## src/rtl/grtb_pkg.sv

```systemverilog
// Shared types and constants for the grouped repeating timer bank.
// Holds the opcode codes, field widths and the per-slot record layout.
// No dependencies.
package grtb_pkg;

  localparam int unsigned OP_W     = 3;
  localparam int unsigned DELTA_W  = 16;
  localparam int unsigned TIME_W   = 24;
  localparam int unsigned REP_W    = 8;
  localparam int unsigned GROUP_W  = 3;
  localparam int unsigned SLOT_W   = 4;

  localparam int unsigned DEF_NUM_TIMERS = 16;
  localparam int unsigned DEF_NUM_GROUPS = 8;

  // Number of group codes the group field can carry.
  localparam int unsigned GROUP_CODES = 1 << GROUP_W;

  localparam logic [TIME_W-1:0] TIME_MAX = {TIME_W{1'b1}};

  typedef enum logic [OP_W-1:0] {
    OP_TICK   = 3'd0,
    OP_CREATE = 3'd1,
    OP_CANCEL = 3'd2,
    OP_PAUSE  = 3'd3,
    OP_RESUME = 3'd4,
    OP_CLEAR  = 3'd5
  } op_t;

  // One slot's record as kept in the slot memory.
  typedef struct packed {
    logic [TIME_W-1:0]  elapsed;
    logic [TIME_W-1:0]  period;
    logic [REP_W-1:0]   repeats;
    logic               perpetual;
    logic [GROUP_W-1:0] group;
  } timer_rec_t;

  localparam int unsigned REC_W = $bits(timer_rec_t);

  // Outcome of advancing one slot by a tick.
  typedef struct packed {
    logic upd;
    logic expire;
    logic comp;
    logic removed;
  } tick_stat_t;

endpackage

```

## src/rtl/grtb_ram.sv

```systemverilog
// Generic single-write, single-read RAM with a registered read port.
// Used for the slot record store of the timer bank. No dependencies.
module grtb_ram #(
  parameter int unsigned WIDTH = 8,
  parameter int unsigned DEPTH = 16,
  localparam int unsigned ADDR_W = (DEPTH > 1) ? $clog2(DEPTH) : 1
) (
  input  logic              clk,
  input  logic              we,
  input  logic [ADDR_W-1:0] waddr,
  input  logic [WIDTH-1:0]  wdata,
  input  logic              re,
  input  logic [ADDR_W-1:0] raddr,
  output logic [WIDTH-1:0]  rdata
);

  logic [WIDTH-1:0] mem [DEPTH];
  logic [WIDTH-1:0] rdata_r;

  always_ff @(posedge clk) begin
    if (we) begin
      mem[waddr] <= wdata;
    end
    if (re) begin
      rdata_r <= mem[raddr];
    end
  end

  assign rdata = rdata_r;

endmodule

```

## src/rtl/grtb_tick_alu.sv

```systemverilog
// Advances one slot record by a tick: saturating add, expiry test and
// repeat countdown. Depends on grtb_pkg.
module grtb_tick_alu (
  input  grtb_pkg::timer_rec_t             rec,
  input  logic [grtb_pkg::DELTA_W-1:0]     delta,
  input  logic                             live,
  input  logic                             notify,
  output grtb_pkg::timer_rec_t             rec_nxt,
  output grtb_pkg::tick_stat_t             stat
);
  import grtb_pkg::*;

  logic [TIME_W:0]   sum;
  logic [TIME_W-1:0] elapsed_sat;
  logic              expire;
  logic              comp;

  always_comb begin
    sum         = {1'b0, rec.elapsed} + (TIME_W + 1)'(delta);
    elapsed_sat = sum[TIME_W] ? TIME_MAX : sum[TIME_W-1:0];
    expire      = live && (elapsed_sat >= rec.period);
    // A count of zero behaves like a count of one.
    comp        = expire && !rec.perpetual && (rec.repeats <= REP_W'(1));

    rec_nxt         = rec;
    rec_nxt.elapsed = expire ? '0 : elapsed_sat;
    if (comp) begin
      rec_nxt.repeats = '0;
    end else if (expire && !rec.perpetual) begin
      rec_nxt.repeats = rec.repeats - REP_W'(1);
    end

    stat.upd     = live;
    stat.expire  = expire;
    stat.comp    = comp;
    stat.removed = comp && notify;
  end

endmodule

```

## src/rtl/grouped_repeating_timer_bank.sv

```systemverilog
// Grouped repeating timer bank: a table of timer slots kept in one RAM.
// Depends on grtb_pkg, grtb_ram and grtb_tick_alu.
//
// Usage: operations enter on the in_ channel (valid/ready) and results
// leave on the out_ channel (valid/ready), one beat per result; the final
// beat for each operation carries out_last. A tick walks the slots in
// ascending order, one slot per cycle while the receiver keeps up, and
// sends a beat for every slot that expires, then a closing beat. A clear
// group also walks the slot RAM and then answers. Create, cancel, pause
// and resume answer from the output register once the operation has
// been registered. The walk over the slot RAM sets the tick rate: one
// slot read per cycle while not stalled, the next slot read overlapping
// the write-back of the current one.
// One operation is handled at a time; in_ready is high whenever the bank
// is idle, also while the last result beat still waits on out_ready.
// When the receiver stalls, the walk halts on the expiring slot and holds
// its state until the beat is taken.
// Reset empties the table, unpauses all groups and sets notify_on_complete.
// The notify_on_complete register is written through cfg_wr_en/cfg_wr_data.
module grouped_repeating_timer_bank #(
  parameter int unsigned NUM_TIMERS = grtb_pkg::DEF_NUM_TIMERS,
  parameter int unsigned NUM_GROUPS = grtb_pkg::DEF_NUM_GROUPS
) (
  input  logic                          clk,
  input  logic                          rst_n,
  input  logic                          cfg_wr_en,
  input  logic                          cfg_wr_data,
  input  logic                          in_valid,
  output logic                          in_ready,
  input  logic [grtb_pkg::OP_W-1:0]     in_opcode,
  input  logic [grtb_pkg::DELTA_W-1:0]  in_delta_ms,
  input  logic [grtb_pkg::TIME_W-1:0]   in_duration_ms,
  input  logic [grtb_pkg::REP_W-1:0]    in_repeat_count,
  input  logic                          in_repeat_forever,
  input  logic [grtb_pkg::GROUP_W-1:0]  in_group,
  input  logic [grtb_pkg::SLOT_W-1:0]   in_slot,
  input  logic                          in_notify_removed,
  output logic                          out_valid,
  input  logic                          out_ready,
  output logic [grtb_pkg::SLOT_W-1:0]   out_slot_index,
  output logic                          out_repeated,
  output logic                          out_completed,
  output logic                          out_removed,
  output logic                          out_accepted,
  output logic                          out_last
);
  import grtb_pkg::*;

  localparam int unsigned IDX_W      = (NUM_TIMERS > 1) ? $clog2(NUM_TIMERS) : 1;
  localparam int unsigned SLOT_EXT_W = (IDX_W > SLOT_W) ? IDX_W : SLOT_W;
  localparam int unsigned SLOT_CMP_W = 7;
  localparam int unsigned GRP_CMP_W  = 9;
  localparam logic [IDX_W-1:0] LAST_IDX = IDX_W'(NUM_TIMERS - 1);

  typedef enum logic [2:0] {
    ST_IDLE,
    ST_EXEC,
    ST_TICK,
    ST_TICK_END,
    ST_CLEAR
  } state_t;

  state_t                state_r;
  logic [IDX_W-1:0]      idx_r;
  logic [NUM_TIMERS-1:0] valid_r;
  logic [NUM_TIMERS-1:0] del_r;
  logic [GROUP_CODES-1:0] paused_r;
  logic                  notify_r;

  op_t                   op_r;
  logic [DELTA_W-1:0]    delta_r;
  logic [TIME_W-1:0]     dur_r;
  logic [REP_W-1:0]      rcnt_r;
  logic                  forever_r;
  logic [GROUP_W-1:0]    grp_r;
  logic [SLOT_W-1:0]     slot_r;
  logic                  notify_rm_r;
  logic                  grp_ok_r;

  logic                  out_valid_r;
  logic [SLOT_W-1:0]     out_slot_r;
  logic                  out_rep_r;
  logic                  out_comp_r;
  logic                  out_rem_r;
  logic                  out_acc_r;
  logic                  out_last_r;

  logic                  in_fire;
  logic                  in_grp_ok;
  logic                  out_free;
  logic                  out_load;
  logic                  last_idx;

  logic                  ram_we;
  logic [IDX_W-1:0]      ram_waddr;
  logic [REC_W-1:0]      ram_wdata;
  logic                  ram_re;
  logic [IDX_W-1:0]      ram_raddr;
  logic [REC_W-1:0]      ram_rdata;

  timer_rec_t            rd_rec;
  timer_rec_t            alu_rec_nxt;
  timer_rec_t            new_rec;
  tick_stat_t            stat;
  logic                  slot_live;
  logic                  stall;

  logic [IDX_W-1:0]      free_idx;
  logic                  free_any;
  logic [SLOT_EXT_W-1:0] slot_ext;
  logic                  slot_in_rng;
  logic                  cancel_hit;
  logic                  create_ok;

  assign in_ready  = (state_r == ST_IDLE);
  assign in_fire   = in_valid && in_ready;
  assign in_grp_ok = {(GRP_CMP_W - GROUP_W)'(0), in_group} < GRP_CMP_W'(NUM_GROUPS);
  assign out_free  = !out_valid_r || out_ready;
  assign last_idx  = (idx_r == LAST_IDX);

  assign rd_rec    = timer_rec_t'(ram_rdata);
  assign slot_live = valid_r[idx_r] && !del_r[idx_r] && !paused_r[rd_rec.group];
  assign stall     = stat.expire && !out_free;

  // A new result beat enters the output register at this edge.
  assign out_load  = (((state_r == ST_EXEC) || (state_r == ST_TICK_END)) && out_free) ||
                     ((state_r == ST_TICK) && !stall && stat.expire);

  grtb_tick_alu u_alu (
    .rec     (rd_rec),
    .delta   (delta_r),
    .live    (slot_live),
    .notify  (notify_r),
    .rec_nxt (alu_rec_nxt),
    .stat    (stat)
  );

  // Lowest free slot for create.
  always_comb begin
    free_idx = '0;
    for (int i = NUM_TIMERS - 1; i >= 0; i--) begin
      if (!valid_r[i]) begin
        free_idx = IDX_W'(i);
      end
    end
    free_any = ~&valid_r;
  end

  assign slot_ext    = SLOT_EXT_W'(slot_r);
  assign slot_in_rng = {(SLOT_CMP_W - SLOT_W)'(0), slot_r} < SLOT_CMP_W'(NUM_TIMERS);
  assign cancel_hit  = slot_in_rng && valid_r[slot_ext[IDX_W-1:0]] &&
                       !del_r[slot_ext[IDX_W-1:0]];
  assign create_ok   = grp_ok_r && free_any;

  always_comb begin
    new_rec           = '0;
    new_rec.period    = dur_r;
    new_rec.repeats   = rcnt_r;
    new_rec.perpetual = forever_r;
    new_rec.group     = grp_r;
  end

  // Slot RAM port control. The read of the next slot overlaps the
  // write-back of the current one, so the two addresses always differ.
  always_comb begin
    ram_re    = 1'b0;
    ram_raddr = idx_r + IDX_W'(1);
    ram_we    = 1'b0;
    ram_waddr = idx_r;
    ram_wdata = REC_W'(alu_rec_nxt);
    case (state_r)
      ST_IDLE: begin
        if (in_fire && ((in_opcode == OP_TICK) || ((in_opcode == OP_CLEAR) && in_grp_ok))) begin
          ram_re    = 1'b1;
          ram_raddr = '0;
        end
      end
      ST_TICK: begin
        if (!stall) begin
          ram_we = stat.upd;
          ram_re = !last_idx;
        end
      end
      ST_CLEAR: begin
        ram_re = !last_idx;
      end
      ST_EXEC: begin
        if ((op_r == OP_CREATE) && create_ok && out_free) begin
          ram_we    = 1'b1;
          ram_waddr = free_idx;
          ram_wdata = REC_W'(new_rec);
        end
      end
      default: begin
      end
    endcase
  end

  grtb_ram #(
    .WIDTH (REC_W),
    .DEPTH (NUM_TIMERS)
  ) u_slot_ram (
    .clk   (clk),
    .we    (ram_we),
    .waddr (ram_waddr),
    .wdata (ram_wdata),
    .re    (ram_re),
    .raddr (ram_raddr),
    .rdata (ram_rdata)
  );

  always_ff @(posedge clk) begin
    if (!rst_n) begin
      state_r     <= ST_IDLE;
      idx_r       <= '0;
      valid_r     <= '0;
      del_r       <= '0;
      paused_r    <= '0;
      notify_r    <= 1'b1;
      out_valid_r <= 1'b0;
    end else begin
      if (cfg_wr_en) begin
        notify_r <= cfg_wr_data;
      end
      if (out_valid_r && out_ready && !out_load) begin
        out_valid_r <= 1'b0;
      end

      case (state_r)
        ST_IDLE: begin
          if (in_valid) begin
            op_r        <= op_t'(in_opcode);
            delta_r     <= in_delta_ms;
            dur_r       <= in_duration_ms;
            rcnt_r      <= in_repeat_count;
            forever_r   <= in_repeat_forever;
            grp_r       <= in_group;
            slot_r      <= in_slot;
            notify_rm_r <= in_notify_removed;
            grp_ok_r    <= in_grp_ok;
            idx_r       <= '0;
            if (in_opcode == OP_TICK) begin
              state_r <= ST_TICK;
            end else if ((in_opcode == OP_CLEAR) && in_grp_ok) begin
              state_r <= ST_CLEAR;
            end else begin
              state_r <= ST_EXEC;
            end
          end
        end

        ST_EXEC: begin
          if (out_free) begin
            out_valid_r <= 1'b1;
            out_rep_r   <= 1'b0;
            out_comp_r  <= 1'b0;
            out_last_r  <= 1'b1;
            case (op_r)
              OP_CREATE: begin
                if (create_ok) begin
                  valid_r[free_idx] <= 1'b1;
                  del_r[free_idx]   <= 1'b0;
                end
                out_slot_r <= create_ok ? SLOT_W'(free_idx) : '0;
                out_rem_r  <= 1'b0;
                out_acc_r  <= create_ok;
              end
              OP_CANCEL: begin
                if (cancel_hit) begin
                  del_r[slot_ext[IDX_W-1:0]] <= 1'b1;
                end
                out_slot_r <= slot_r;
                out_rem_r  <= cancel_hit && notify_rm_r;
                out_acc_r  <= cancel_hit;
              end
              OP_PAUSE, OP_RESUME: begin
                if (grp_ok_r) begin
                  paused_r[grp_r] <= (op_r == OP_PAUSE);
                end
                out_slot_r <= '0;
                out_rem_r  <= 1'b0;
                out_acc_r  <= grp_ok_r;
              end
              OP_CLEAR: begin
                out_slot_r <= '0;
                out_rem_r  <= 1'b0;
                out_acc_r  <= grp_ok_r;
              end
              default: begin
                out_slot_r <= '0;
                out_rem_r  <= 1'b0;
                out_acc_r  <= 1'b0;
              end
            endcase
            state_r <= ST_IDLE;
          end
        end

        ST_TICK: begin
          if (!stall) begin
            if (stat.comp) begin
              del_r[idx_r] <= 1'b1;
            end
            if (stat.expire) begin
              out_valid_r <= 1'b1;
              out_slot_r  <= SLOT_W'(idx_r);
              out_rep_r   <= 1'b1;
              out_comp_r  <= stat.comp;
              out_rem_r   <= stat.removed;
              out_acc_r   <= 1'b1;
              out_last_r  <= 1'b0;
            end
            if (last_idx) begin
              state_r <= ST_TICK_END;
            end else begin
              idx_r <= idx_r + IDX_W'(1);
            end
          end
        end

        ST_TICK_END: begin
          if (out_free) begin
            out_valid_r <= 1'b1;
            out_slot_r  <= '0;
            out_rep_r   <= 1'b0;
            out_comp_r  <= 1'b0;
            out_rem_r   <= 1'b0;
            out_acc_r   <= 1'b1;
            out_last_r  <= 1'b1;
            // Slots marked during this or the previous operations go free now.
            valid_r     <= valid_r & ~del_r;
            del_r       <= '0;
            state_r     <= ST_IDLE;
          end
        end

        ST_CLEAR: begin
          if (valid_r[idx_r] && (rd_rec.group == grp_r)) begin
            valid_r[idx_r] <= 1'b0;
            del_r[idx_r]   <= 1'b0;
          end
          if (last_idx) begin
            state_r <= ST_EXEC;
          end else begin
            idx_r <= idx_r + IDX_W'(1);
          end
        end

        default: begin
          state_r <= ST_IDLE;
        end
      endcase
    end
  end

  assign out_valid      = out_valid_r;
  assign out_slot_index = out_slot_r;
  assign out_repeated   = out_rep_r;
  assign out_completed  = out_comp_r;
  assign out_removed    = out_rem_r;
  assign out_accepted   = out_acc_r;
  assign out_last       = out_last_r;

  // A write-back and the overlapping read never hit the same slot.
  a_ram_no_collide: assert property (@(posedge clk) disable iff (!rst_n)
    (ram_we && ram_re) |-> (ram_waddr != ram_raddr))
    else $error("slot RAM read and write collide");

  // Only live slots can be marked for deletion.
  a_del_subset: assert property (@(posedge clk) disable iff (!rst_n)
    (del_r & ~valid_r) == '0)
    else $error("slot marked for deletion is not valid");

  // The closing beat of a tick frees every marked slot.
  a_tick_frees: assert property (@(posedge clk) disable iff (!rst_n)
    ((state_r == ST_TICK_END) && out_free) |=> (del_r == '0))
    else $error("marked slots survive the end of a tick");

  // A walk over the slot RAM stays inside the table.
  a_idx_range: assert property (@(posedge clk) disable iff (!rst_n)
    ((state_r == ST_TICK) || (state_r == ST_CLEAR)) |-> (idx_r <= LAST_IDX))
    else $error("slot walk index out of range");

endmodule
```

## config.mk

```make
export PLATFORM = sky130hd
export DESIGN_NAME = grouped_repeating_timer_bank
export DESIGN_NICKNAME = d
export VERILOG_FILES = /design/src/rtl/grtb_pkg.sv /design/src/rtl/grtb_ram.sv /design/src/rtl/grtb_tick_alu.sv /design/src/rtl/grouped_repeating_timer_bank.sv
export SDC_FILE = /design/constraint.sdc
export NUM_CORES = 2
export LEC_CHECK = 0
export BUFFER_PORTS_ARGS = -buffer_cell sky130_fd_sc_hd__buf_2
export CORE_MARGIN = 4
export CORE_UTILIZATION = 55
export DETAILED_ROUTE_END_ITERATION = 8
export GPL_TIMING_DRIVEN = 0
export PLACE_DENSITY = 0.79
export SLEW_MARGIN = 15
export SYNTH_ARGS = -nofsm -noshare
export SYNTH_HDL_FRONTEND = slang
export SYNTH_HIERARCHICAL = 1
export SYNTH_SLANG_ARGS = --single-unit
```

## constraint.sdc

```tcl
create_clock -name clk -period 27.7 [get_ports clk]
set_clock_uncertainty 0.1 [all_clocks]
set_input_delay 0 -clock clk [delete_from_list [all_inputs] [get_ports clk]]
set_output_delay 0 -clock clk [all_outputs]
set_load 0.02 [all_outputs]
```

==> impl_metrics.csv <==
group,metric,value,unit
cts,htreeDepth,3,
cts,cts_buffers,110,
cells_and_area,syn_to_final_growth,17.6,%
yosys,synth_area,0.0471,mm²
cells_and_area,post-route-util,0.651,
run_status,outcome,"finished clean",
yosys,ys.flop_type,"edfxtp_1",
yosys,seq_area_frac_synth,0.715,
global_routing,grt_first_pass_wirelength,196000,µm
yosys,synth_area_leaders,"edfxtp_1, mux4_2, dfxtp_1",
cts,clock_latency,700,ps
yosys,netlist.area_leader.share,0.694,
cells_and_area,diodes,0,
routing,routed_via_density,6.64,
timing,grt_setup_unrepaired,"false",
global_routing,overflow,0,
cts,cts.sinks,1138,
yosys,synth_cells,2635,
routing,routedWlPerCell,31.1,µm
routing,drt_iter0_drc,4231,
worst_setup_path,cp-start-kind,"flop",
hold_path,hold_path.class,"in2reg",
cells_and_area,final_common_cell,"edfxtp_1",
cells_and_area,layout.cells.most_common_list,"edfxtp_1, mux4_2, nand2_1",
die,die_area,0.0905,mm²
routing,drcViolationCount,0,
timing,relSlewSlack,0.148,
die,ios,77,
timing,period_needed,9590,ps
yosys,async_flop_share,0,
die,core_region_area,0.0851,mm²
timing,maxSlewViolCount,0,
power_and_ir_drop,max-vdd-ir-drop,0.0570,mV
yosys,yosys.area.top_type,"edfxtp_1",
global_routing,grt_use_total,0.297,
timing,setup_viol,0,
yosys,yosysWarnings,6,
cts,clk_pin_slew,60,ps
routing,ant_nets,0,
global_routing,antenna_found_initial,0,
cts,ctsRootBufferMaster,"clkbuf_16",
timing,final-hold-violation-count,0,
timing,tns,0,ps
place,dp_hpwl,85400,µm
timing,min_period_over_period,0.346,
global_routing,grt_pass1_vias,29256,
worst_setup_path,cp-end-kind,"flop",
die,start_util,0.554,
worst_setup_path,path_max_fanout,10,
job,maxCapViolations,0,
timing,fmax,104,MHz
yosys,syn_nets,2748,
power_and_ir_drop,p_leak,18.0,nW
cells_and_area,nNetsFinal,3146,
cts,clockBufferDepth,3,
worst_setup_path,critPathRequiredTime,28050,ps
die,rows,107,
routing,vias,28365,
yosys,synth.ff_latch_count,1138,
cells_and_area,drive_gt1_frac,0.243,
yosys,syn_area_per_cell,17.9,µm²
die,die_w,301,µm
routing,drt-total-wl,133000,µm
yosys,synth_edf_count,1089,
die,die_h,301,µm
worst_setup_path,cp_data_arrival_time,9940,ps
power_and_ir_drop,p_per_area,68.5,mW/mm²
timing,tightest_slew,1270,ps
routing,drtPass1Iterations,9,
place,gp_congestion,0.943,
yosys,yosysUniqueCellTypes,81,
cts,cts_tree,"done",
worst_setup_path,criticalPathCategory,"reg2reg",
global_routing,grt_start_max_net_pins,25,
place,port_buffers,76,
## cells by family (layout without fill, tap and decap cells)
family          Yosys count  count (layout)  share of synthesized area
buf+inv                 240             732                     0.0259
xor+xnor                 18              18                    0.00334
compound gates          434             434                     0.0634
simple gates            447             447                     0.0471
mux                     311             311                      0.133
flops                  1138            1138                      0.715
fa+ha+maj                47              47                     0.0126
## power by group
group,internal [mW],switching [mW]
combinational,0.137,0.201
sequential,1.94,0.0167
clock,0.850,0.651
total,2.93,0.868
## timing repair
| item | in CTS | in global routing |
|---|---|---|
| buffers inserted | 0 | 0 |
| resized for setup | 0 | 0 |
| setup endpoints to repair | 0 | 0 |
| hold endpoints to repair | 104 | 0 |
| hold buffers | 128 | 0 |
## area by class of cell
type	instances	area, µm²
tap	1144	1430
sequential	1138	33700
multi-input combinational	1257	12400
fill	5515	29700
clock inverter	78	769
clock buffer	128	2840
inverter	53	199
buffer	187	1020
timing repair buffer	286	3100
## critical path, stage by stage (launching register included)
cell and delay, ps:
dfxtp_1 400, buf_6 190, clkbuf_1 540, inv_1 340, mux2_2 360, mux4_2 490
nor2_1 130, a21oi_1 100, a211oi_1 1000, nand3_1 320, nor4_1 830, inv_1 130
o221ai_1 910, buf_2 540, buf_1 520, buf_4 310, nand3b_1 150, and2_1 260
a21o_1 250, or3b_2 350, nor3_2 130, buf_4 260, buf_4 200, buf_4 200
buf_6 160, buf_6 150
## layer usage
layer / routed length [µm] / share of wire / up-vias / global-route usage
met5: 0 / 0 / - / 0
met4: 7920 / 0.060 / 0 / 0.146
met3: 14300 / 0.11 / 501 / 0.0645
met2: 63800 / 0.48 / 2103 / 0.481
met1: 46900 / 0.35 / 14276 / 0.387
li1: - / - / 11485 / -
## state kept, by name, indices dropped and copies added (netlist names), 3 cells and up
register	flops
del_r	16
delta_r	16
dur_r	24
grp_r	3
idx_r	4
op_r	3
out_slot_index	4
paused_r	8
rcnt_r	8
slot_ext	4
state_r	3
u_slot_ram/mem	960
u_slot_ram/rdata	60
valid_r	16
## Yosys cell counts (13+ instances only)
| library cell | number |
|---|---|
| nor2b_1 | 43 |
| buf_4 | 35 |
| nand2b_1 | 19 |
| nand2_1 | 146 |
| mux2i_1 | 16 |
| a22oi_1 | 123 |
| mux4_2 | 248 |
| o21ai_0 | 47 |
| a21oi_1 | 101 |
| nand4_1 | 13 |
| nor3_1 | 20 |
| buf_6 | 17 |
| ha_1 | 46 |
| edfxtp_1 | 1089 |
| o211ai_1 | 16 |
| nor3b_1 | 14 |
| nor2_1 | 100 |
| clkbuf_1 | 66 |
| buf_1 | 27 |
| buf_2 | 39 |
| dfxtp_1 | 49 |
| inv_1 | 53 |
| a211oi_1 | 14 |
| nand3_1 | 30 |
| a31oi_1 | 41 |
| mux2_2 | 47 |
## through the flow
| stage | setup slack [ps] | instance area [µm²] | hold WS [ps] | std cells | total power [mW] |
|---|---|---|---|---|---|
| after floorplan | 18000 | 47100 | -1.13 | 2635 | 2.20 |
| after global routing | 18180 | 55400 | 179 | 4271 | 3.91 |
| after global placement | 11340 | 49000 | 78.2 | 3855 | 2.29 |
| after detailed placement | 18760 | 50500 | 78.1 | 3937 | 2.30 |
| final | 18110 | 55400 | 159 | 4271 | 3.79 |
| after CTS | 18560 | 55400 | 134 | 4271 | 3.80 |
## worst paths after layout
kind                     start                     to  slack (ps)  cells past startpoint
setup reg to reg      idx_r[1]  u_slot_ram/mem[0][45]       18110                     25
setup / recovery      idx_r[1]  u_slot_ram/mem[0][45]       18110                     25
hold reg to reg    paused_r[5]            paused_r[5]         410                      2
hold / removal    in_opcode[1]             state_r[2]         160                      4
(Power assumes the default switching activity.)
